File: src/rtl/rft_pkg.sv
`timescale 1ns / 1ps
// ----------------------------------------------------------------------------
// rft_pkg : repeat fingerprint table shared definitions
// Widths, codes and the beat that travels along the cell chain.
// ----------------------------------------------------------------------------
package rft_pkg;

  localparam int unsigned KEY_W             = 32;
  localparam int unsigned CNT_W             = 8;
  localparam int unsigned TABLE_ENTRIES_DEF = 16;

  localparam logic [CNT_W-1:0] LIMIT_RESET = CNT_W'(3);
  localparam logic [CNT_W-1:0] CNT_MAX     = '1;
  localparam logic [CNT_W-1:0] CNT_FREE    = '0;
  localparam logic [CNT_W-1:0] CNT_FIRST   = CNT_W'(1);

  typedef enum logic [1:0] {
    OUT_ZERO   = 2'd0,
    OUT_MATCH  = 2'd1,
    OUT_INSERT = 2'd2,
    OUT_PURGE  = 2'd3
  } outcome_t;

  typedef enum logic [1:0] {
    OP_SEARCH = 2'd0,
    OP_INSERT = 2'd1,
    OP_PURGE  = 2'd2
  } op_t;

  typedef struct packed {
    logic             vld;
    op_t              op;
    logic [KEY_W-1:0] ka;
    logic [KEY_W-1:0] kb;
    logic [KEY_W-1:0] kc;
    logic             done;
    logic             rep;
    logic             free_seen;
  } beat_t;

endpackage

File: src/rtl/rft_cell.sv
`timescale 1ns / 1ps
// ----------------------------------------------------------------------------
// rft_cell : one table entry
// Holds one key and its hit count, acts on the passing beat, hands it on.
// ----------------------------------------------------------------------------
module rft_cell (
  input  logic                      clk,
  input  logic                      rst_n,
  input  logic [rft_pkg::CNT_W-1:0] limit,
  input  rft_pkg::beat_t            beat_i,
  output rft_pkg::beat_t            beat_o
);
  import rft_pkg::*;

  logic [KEY_W-1:0] ka_r, kb_r, kc_r;
  logic [KEY_W-1:0] ka_nxt, kb_nxt, kc_nxt;
  logic [CNT_W-1:0] cnt_r, cnt_nxt;
  beat_t            beat_r, beat_nxt;
  logic             hit;
  logic             is_free;

  assign is_free = (cnt_r == CNT_FREE);
  assign hit     = !is_free && (ka_r == beat_i.ka) && (kb_r == beat_i.kb) &&
                   (kc_r == beat_i.kc);

  always_comb begin
    ka_nxt   = ka_r;
    kb_nxt   = kb_r;
    kc_nxt   = kc_r;
    cnt_nxt  = cnt_r;
    beat_nxt = beat_i;
    if (beat_i.vld) begin
      case (beat_i.op)
        OP_SEARCH: begin
          if (is_free) begin
            beat_nxt.free_seen = 1'b1;
          end
          if (!beat_i.done && hit) begin
            beat_nxt.done = 1'b1;
            beat_nxt.rep  = (cnt_r >= limit);
            if (cnt_r != CNT_MAX) begin
              cnt_nxt = cnt_r + CNT_FIRST;
            end
          end
        end
        OP_INSERT: begin
          if (!beat_i.done && is_free) begin
            ka_nxt        = beat_i.ka;
            kb_nxt        = beat_i.kb;
            kc_nxt        = beat_i.kc;
            cnt_nxt       = CNT_FIRST;
            beat_nxt.done = 1'b1;
          end
        end
        OP_PURGE: begin
          if (cnt_r <= limit) begin
            cnt_nxt = CNT_FREE;
          end
        end
        default: begin
          beat_nxt = beat_i;
        end
      endcase
    end
  end

  always_ff @(posedge clk) begin
    ka_r <= ka_nxt;
    kb_r <= kb_nxt;
    kc_r <= kc_nxt;
    if (!rst_n) begin
      cnt_r  <= CNT_FREE;
      beat_r <= '0;
    end else begin
      cnt_r  <= cnt_nxt;
      beat_r <= beat_nxt;
    end
  end

  assign beat_o = beat_r;

endmodule

File: src/rtl/rft_seq.sv
`timescale 1ns / 1ps
// ----------------------------------------------------------------------------
// rft_seq : command sequencer
// Launches the search sweep, then an insert or purge sweep when no cell
// matched, and strobes the result; a zero key is answered without a sweep.
// ----------------------------------------------------------------------------
module rft_seq (
  input  logic                             clk,
  input  logic                             rst_n,
  input  logic                             start,
  input  logic signed [rft_pkg::KEY_W-1:0] key_a,
  input  logic signed [rft_pkg::KEY_W-1:0] key_b,
  input  logic signed [rft_pkg::KEY_W-1:0] key_c,
  output logic                             busy,
  output logic                             res_strobe,
  output logic                             res_is_repeat,
  output logic [1:0]                       res_outcome,
  output rft_pkg::beat_t                   head_o,
  input  rft_pkg::beat_t                   tail_i
);
  import rft_pkg::*;

  typedef enum logic [2:0] {
    S_IDLE   = 3'b001,
    S_SEARCH = 3'b010,
    S_SWEEP  = 3'b100
  } state_t;

  state_t   state_r, state_nxt;
  beat_t    head_r, head_nxt;
  logic     strobe_r, strobe_nxt;
  logic     rep_r, rep_nxt;
  outcome_t outc_r, outc_nxt;
  outcome_t pend_r, pend_nxt;
  logic     key_zero;

  assign key_zero = (key_a == '0) && (key_b == '0) && (key_c == '0);

  always_comb begin
    state_nxt    = state_r;
    head_nxt     = head_r;
    head_nxt.vld = 1'b0;
    strobe_nxt   = 1'b0;
    rep_nxt      = rep_r;
    outc_nxt     = outc_r;
    pend_nxt     = pend_r;
    case (state_r)
      S_IDLE: begin
        if (start) begin
          if (key_zero) begin
            strobe_nxt = 1'b1;
            rep_nxt    = 1'b0;
            outc_nxt   = OUT_ZERO;
          end else begin
            head_nxt.vld       = 1'b1;
            head_nxt.op        = OP_SEARCH;
            head_nxt.ka        = key_a;
            head_nxt.kb        = key_b;
            head_nxt.kc        = key_c;
            head_nxt.done      = 1'b0;
            head_nxt.rep       = 1'b0;
            head_nxt.free_seen = 1'b0;
            state_nxt          = S_SEARCH;
          end
        end
      end
      S_SEARCH: begin
        if (tail_i.vld) begin
          if (tail_i.done) begin
            strobe_nxt = 1'b1;
            rep_nxt    = tail_i.rep;
            outc_nxt   = OUT_MATCH;
            state_nxt  = S_IDLE;
          end else begin
            head_nxt.vld  = 1'b1;
            head_nxt.done = 1'b0;
            head_nxt.op   = tail_i.free_seen ? OP_INSERT : OP_PURGE;
            pend_nxt      = tail_i.free_seen ? OUT_INSERT : OUT_PURGE;
            state_nxt     = S_SWEEP;
          end
        end
      end
      S_SWEEP: begin
        if (tail_i.vld) begin
          strobe_nxt = 1'b1;
          rep_nxt    = 1'b0;
          outc_nxt   = pend_r;
          state_nxt  = S_IDLE;
        end
      end
      default: begin
        state_nxt = S_IDLE;
      end
    endcase
  end

  always_ff @(posedge clk) begin
    rep_r  <= rep_nxt;
    outc_r <= outc_nxt;
    pend_r <= pend_nxt;
    if (!rst_n) begin
      state_r  <= S_IDLE;
      strobe_r <= 1'b0;
      head_r   <= '0;
    end else begin
      state_r  <= state_nxt;
      strobe_r <= strobe_nxt;
      head_r   <= head_nxt;
    end
  end

  assign busy          = (state_r != S_IDLE);
  assign head_o        = head_r;
  assign res_strobe    = strobe_r;
  assign res_is_repeat = rep_r;
  assign res_outcome   = outc_r;

endmodule

File: src/rtl/repeat_fingerprint_table.sv
`timescale 1ns / 1ps
// ----------------------------------------------------------------------------
// repeat_fingerprint_table : repeat detector over message fingerprints
// Channel  | ports                                   | handshake
// input    | in_key_a, in_key_b, in_key_c            | start && !busy
// result   | out_is_repeat, out_outcome              | out_strobe, one cycle
// config   | cfg_data (repeat limit)                 | cfg_valid && cfg_ready
//
// A beat walks the row of TABLE_ENTRIES cells, one cell a cycle.
// Zero key: result strobed in the cycle after start, busy stays low.
// Match: result strobed as busy falls.
// Insert or purge: a second sweep, result strobed as busy falls.
// Reset clears every count; results cannot be stalled.
// ----------------------------------------------------------------------------
module repeat_fingerprint_table #(
  parameter int unsigned TABLE_ENTRIES = rft_pkg::TABLE_ENTRIES_DEF
) (
  input  logic                             clk,
  input  logic                             rst_n,
  input  logic                             start,
  output logic                             busy,
  input  logic signed [rft_pkg::KEY_W-1:0] in_key_a,
  input  logic signed [rft_pkg::KEY_W-1:0] in_key_b,
  input  logic signed [rft_pkg::KEY_W-1:0] in_key_c,
  output logic                             out_strobe,
  output logic                             out_is_repeat,
  output logic [1:0]                       out_outcome,
  input  logic                             cfg_valid,
  output logic                             cfg_ready,
  input  logic [rft_pkg::CNT_W-1:0]        cfg_data
);
  import rft_pkg::*;

  logic [CNT_W-1:0] limit_r;
  beat_t            chain [TABLE_ENTRIES+1];

  assign cfg_ready = !busy;

  always_ff @(posedge clk) begin
    if (!rst_n) begin
      limit_r <= LIMIT_RESET;
    end else if (cfg_valid && cfg_ready) begin
      limit_r <= cfg_data;
    end
  end

  rft_seq u_seq (
    .clk           (clk),
    .rst_n         (rst_n),
    .start         (start),
    .key_a         (in_key_a),
    .key_b         (in_key_b),
    .key_c         (in_key_c),
    .busy          (busy),
    .res_strobe    (out_strobe),
    .res_is_repeat (out_is_repeat),
    .res_outcome   (out_outcome),
    .head_o        (chain[0]),
    .tail_i        (chain[TABLE_ENTRIES])
  );

  for (genvar i = 0; i < TABLE_ENTRIES; i++) begin : g_cell
    rft_cell u_cell (
      .clk    (clk),
      .rst_n  (rst_n),
      .limit  (limit_r),
      .beat_i (chain[i]),
      .beat_o (chain[i+1])
    );
  end

  a_strobe_idle: assert property (@(posedge clk) disable iff (!rst_n)
    out_strobe |-> !busy)
    else $error("result strobed while busy");

  a_repeat_match: assert property (@(posedge clk) disable iff (!rst_n)
    (out_strobe && (out_outcome != OUT_MATCH)) |-> !out_is_repeat)
    else $error("repeat flag on a non-match result");

  a_busy_start: assert property (@(posedge clk) disable iff (!rst_n)
    $rose(busy) |-> $past(start))
    else $error("busy raised without a start");

  a_tail_busy: assert property (@(posedge clk) disable iff (!rst_n)
    chain[TABLE_ENTRIES].vld |-> busy)
    else $error("beat left the row while idle");

endmodule

File: config.mk
export PLATFORM = sky130hd
export DESIGN_NAME = repeat_fingerprint_table
export DESIGN_NICKNAME = d
export VERILOG_FILES = /design/src/rtl/rft_pkg.sv /design/src/rtl/rft_cell.sv /design/src/rtl/rft_seq.sv /design/src/rtl/repeat_fingerprint_table.sv
export SDC_FILE = /design/constraint.sdc
export NUM_CORES = 2
export LEC_CHECK = 0
export ABC_AREA = 1
export ABC_CLOCK_PERIOD_IN_PS = 7000
export CORE_MARGIN = 10
export CORE_UTILIZATION = 25
export CTS_BUF_LIST = sky130_fd_sc_hd__clkbuf_8
export CTS_CLUSTER_SIZE = 8
export DETAILED_ROUTE_END_ITERATION = 6
export DONT_BUFFER_PORTS = 1
export PLACE_DENSITY = 0.48
export SYNTH_ARGS = -nofsm -noshare
export SYNTH_HDL_FRONTEND = slang
export SYNTH_SLANG_ARGS = --single-unit
File: constraint.sdc
create_clock -name clk -period 7 [get_ports clk]
set_clock_uncertainty 0.2 [all_clocks]
set_input_delay 1.4 -clock clk [delete_from_list [all_inputs] [get_ports clk]]
set_output_delay 1.4 -clock clk [all_outputs]
set_load 0.005 [all_outputs]
==> flow_summary_export.csv <==
group,metric,value,unit
routing,drt-total-wl,244000,µm
die,start_util,25.1,%
logic_synthesis,synth_area_leader_cell,"edfxtp_1",
pwr,clkPwrFrac,44.2,%
setup_path,worstPathCellList,"buf_16 > buf_16 > buf_16 > buf_16 > buf_16 > buf_16 > nand2_1 > inv_1",
placement,portBuffers,0,
cells_and_area,fill_cells,53600,
pwr,p_int,29.8,mW
clocking,cts_buffers,576,
logic_synthesis,synth_warnings,0,
sta,finalMaxSlewViolations,0,
sta,relSlewSlack,0.245,%
clocking,postCtsSetupBuffers,0,
logic_synthesis,yosys-top-cells-area,"edfxtp_1, dfxtp_1, nand2_1",
grt,grt_pass1_wl,402000,µm
clocking,h-tree-depth,6,
setup_path,path_buf_inv,7,
setup_path,crit_required,7.85,ns
setup_path,worst_setup_path_end_kind,"flop",
logic_synthesis,synth_fa_ha_area_share,2.19,%
sta,finalSetupTns,0,ns
cells_and_area,nets,13400,
logic_synthesis,synthSimpleGateAreaFrac,14.8,%
placement,gp_congestion,0.731,
pwr,combPwrFrac,2.4,%
sta,fin_crit_sh,70.2,%
pwr,ir_drop,167,µV
pwr,total_power,38.5,mW
logic_synthesis,synth_edf_count,1540,
clocking,insertion_delay,1.13,ns
logic_synthesis,ys_types,46,
die,dieArea,0.542,mm²
cells_and_area,drive_gt1_share,7.47,%
routing,firstDrtPassIters,5,
logic_synthesis,synth.top_cells.by_count,"nand2_1, inv_1, dfxtp_1, edfxtp_1, nor2_1",
routing,routedWlPerCell,12.1,µm
setup_path,critPathMaxStageDelay,0.84,ns
sta,rsz0062_at_grt,"no",
min_path,hold_path.class,"input port to flop",
placement,dp_hpwl,164000,µm
sta,finalHoldViolCount,0,
logic_synthesis,ys_ff_latch,3313,
setup_path,cp_data_arrival_time,5.76,ns
pwr,power_switching_share,22.6,%
grt,grt_max_degree,335,
logic_synthesis,synthMuxAreaShare,0,%
sta,worst_slack,2.09,ns
cells_and_area,finalCoreUtilization,28.9,%
clocking,cts_repair_resize_count,0,
outcome,status,"complete, no violations",
logic_synthesis,yosysMostFrequentCell,"nand2_1",
die,fp.dieW,736,µm
sta,whs,0.209,ns
logic_synthesis,syn_area,0.128,mm²
job,cap_violations,0,
routing,first_iter_violations,3446,
die,num_rows,262,
grt,overflow,0,
logic_synthesis,async_reset_ff_share,0,%
logic_synthesis,syn_nets,13000,
grt,grt_use_total,8.84,%
cells_and_area,register_area,0.0817,mm²
setup_path,cp_max_fo,313,
clocking,cts_hold_buffers,0,
pwr,seq_power_share,53.4,%
logic_synthesis,synth_top_family_by_area,"simple AND/OR/NAND/NOR gates",
clocking,clkSinkCount,3313,
grt,grt_pass1_vias,74800,
logic_synthesis,synth_xor_area_share,8.95,%
setup_path,startpoint_type,"input port",
routing,antenna_left,0,
die,io_pins,114,
pwr,leakagePower,63.4,nW
die,die_y,736,µm
logic_synthesis,ys.flop_type,"dfxtp_1",
clocking,cts_max_path_buffers,4,
grt,antenna_found_initial,2,
die,coreArea,0.510,mm²
pwr,p_per_area,261,mW/mm²
clocking,clkTransAtPathRegs,0.05,ns
cells_and_area,area_growth,15.1,%
clocking,cts-root-buf,"clkbuf_8",
logic_synthesis,yosysSeqAreaShare,63.8,%
setup_path,critPathKind,"input port to flop",
placement,place_ws,1.11,ns
routing,vias_per_cell,3.73,
setup_path,crit_slowest_cell,"buf_16",
logic_synthesis,netlist_instances,12700,
routing,num_vias,75500,
sta,max_freq,204,MHz
sta,worst_pin_slew,1.50,ns
logic_synthesis,synth_top_cell_area_share,36.1,%
setup_path,path_delay_family,"buffers and inverters",
setup_path,worst_path_most_repeated_cell,"buf_16",
routing,drc_errors,0,
clocking,cts_tree,"done",
cells_and_area,multi_input_area,0.0369,mm²
logic_synthesis,synth_compound_area_share,2.73,%
sta,setup_viol,0,
sta,layout_min_cycle_time,4.91,ns
logic_synthesis,synth.avg_cell_area,10.1,µm²
pwr,total_switching_power,8.71,mW
## metal layers
| metal | vias to the layer above | track usage [%] | wire, µm |
|---|---|---|---|
| met2 | 1039 | 13.6 | 103000 |
| met5 | - | 0 | 0 |
| met4 | 0 | 2.63 | 6030 |
| li1 | 40100 | - | - |
| met1 | 33900 | 12.5 | 124000 |
| met3 | 491 | 1.75 | 10800 |
## final timing paths
check        cells after the start                          from  slack (ns)                          end
min reg2reg                      2   g_cell[3].u_cell.beat_o[72]        0.21  g_cell[4].u_cell.beat_o[72]
max reg2reg                     14  g_cell[13].u_cell.beat_o[40]        3.39   g_cell[14].u_cell.cnt_r[4]
max                              8                         rst_n        2.09  g_cell[9].u_cell.beat_o[29]
min                              2                   cfg_data[0]        0.21                   limit_r[0]
## cells by family (layout without fill, tap and decap cells)
| logic type | after synthesis | after routing |
|---|---|---|
| AND/OR/NAND/NOR | 4738 | 4738 |
| AO/OA/AOI/OAI | 592 | 592 |
| buffers and inverters | 2502 | 3350 |
| adder cells (fa/ha/maj) | 224 | 224 |
| XOR/XNOR | 1309 | 1309 |
| other | 0 | 5 |
| flip-flops | 3313 | 3313 |
## flip-flops by register name, indices dropped and copies added, names as in the netlist
name                  cells
g_cell.u_cell.beat_o   1534
g_cell.u_cell.cnt_r     128
g_cell.u_cell.ka_r      512
g_cell.u_cell.kb_r      512
g_cell.u_cell.kc_r      512
limit_r                   8
u_seq.head_o             99
u_seq.pend_r              1
u_seq.res_is_repeat       1
u_seq.res_outcome         2
u_seq.res_strobe          1
u_seq.state_r             3
## placed cells by master (no fill, tap or decap), types with 33 or more instances in the layout
master    count
xnor2_1     919
a21oi_1     222
nor2_1     1101
clkbuf_8    697
nor3_1       42
a31oi_1      63
nand2_1    3062
dfxtp_1    1773
inv_1      2473
o21ai_1      73
nand3b_1     33
a21oi_2      82
nand3_1     199
xor2_1      390
ha_1        224
o21ai_0     104
edfxtp_1   1540
clkinv_2     36
nand4_1     188
## power by group through the flow
stage	combinational [mW]	sequential [mW]	clock, mW
6_report	0.917	20.6	17.0
5_1_grt	1.05	20.6	18.7
4_1_cts	0.939	20.6	17.8
3_5_place_dp	0.935	21.0	0
3_3_place_gp	0.919	21.0	0
2_1_floorplan	0.712	20.9	0
## worst reg2reg max path, delay by kind of cell (launching register included)
kind	cells	cell delay [ns]
buffers and inverters	1	0.06
flip-flops	1	0.39
AND/OR/NAND/NOR	13	2.91
## metrics by stage
stage	area, µm²	cells
2_1_floorplan	128000	12700
3_3_place_gp	136000	19200
3_5_place_dp	136000	19200
4_1_cts	147000	20300
5_1_grt	147000	20300
6_report	147000	20300
## final cells by class
class | instances | area share, %
sequential | 3313 | 55.4
multi-input combinational | 6863 | 25.0
clock buffer | 697 | 6.51
tap | 6732 | 5.71
inverter | 2243 | 5.71
clock inverter | 365 | 1.22
timing repair buffer | 45 | 0.389
antenna | 5 | 0.00848
(Power assumes the default switching activity.)
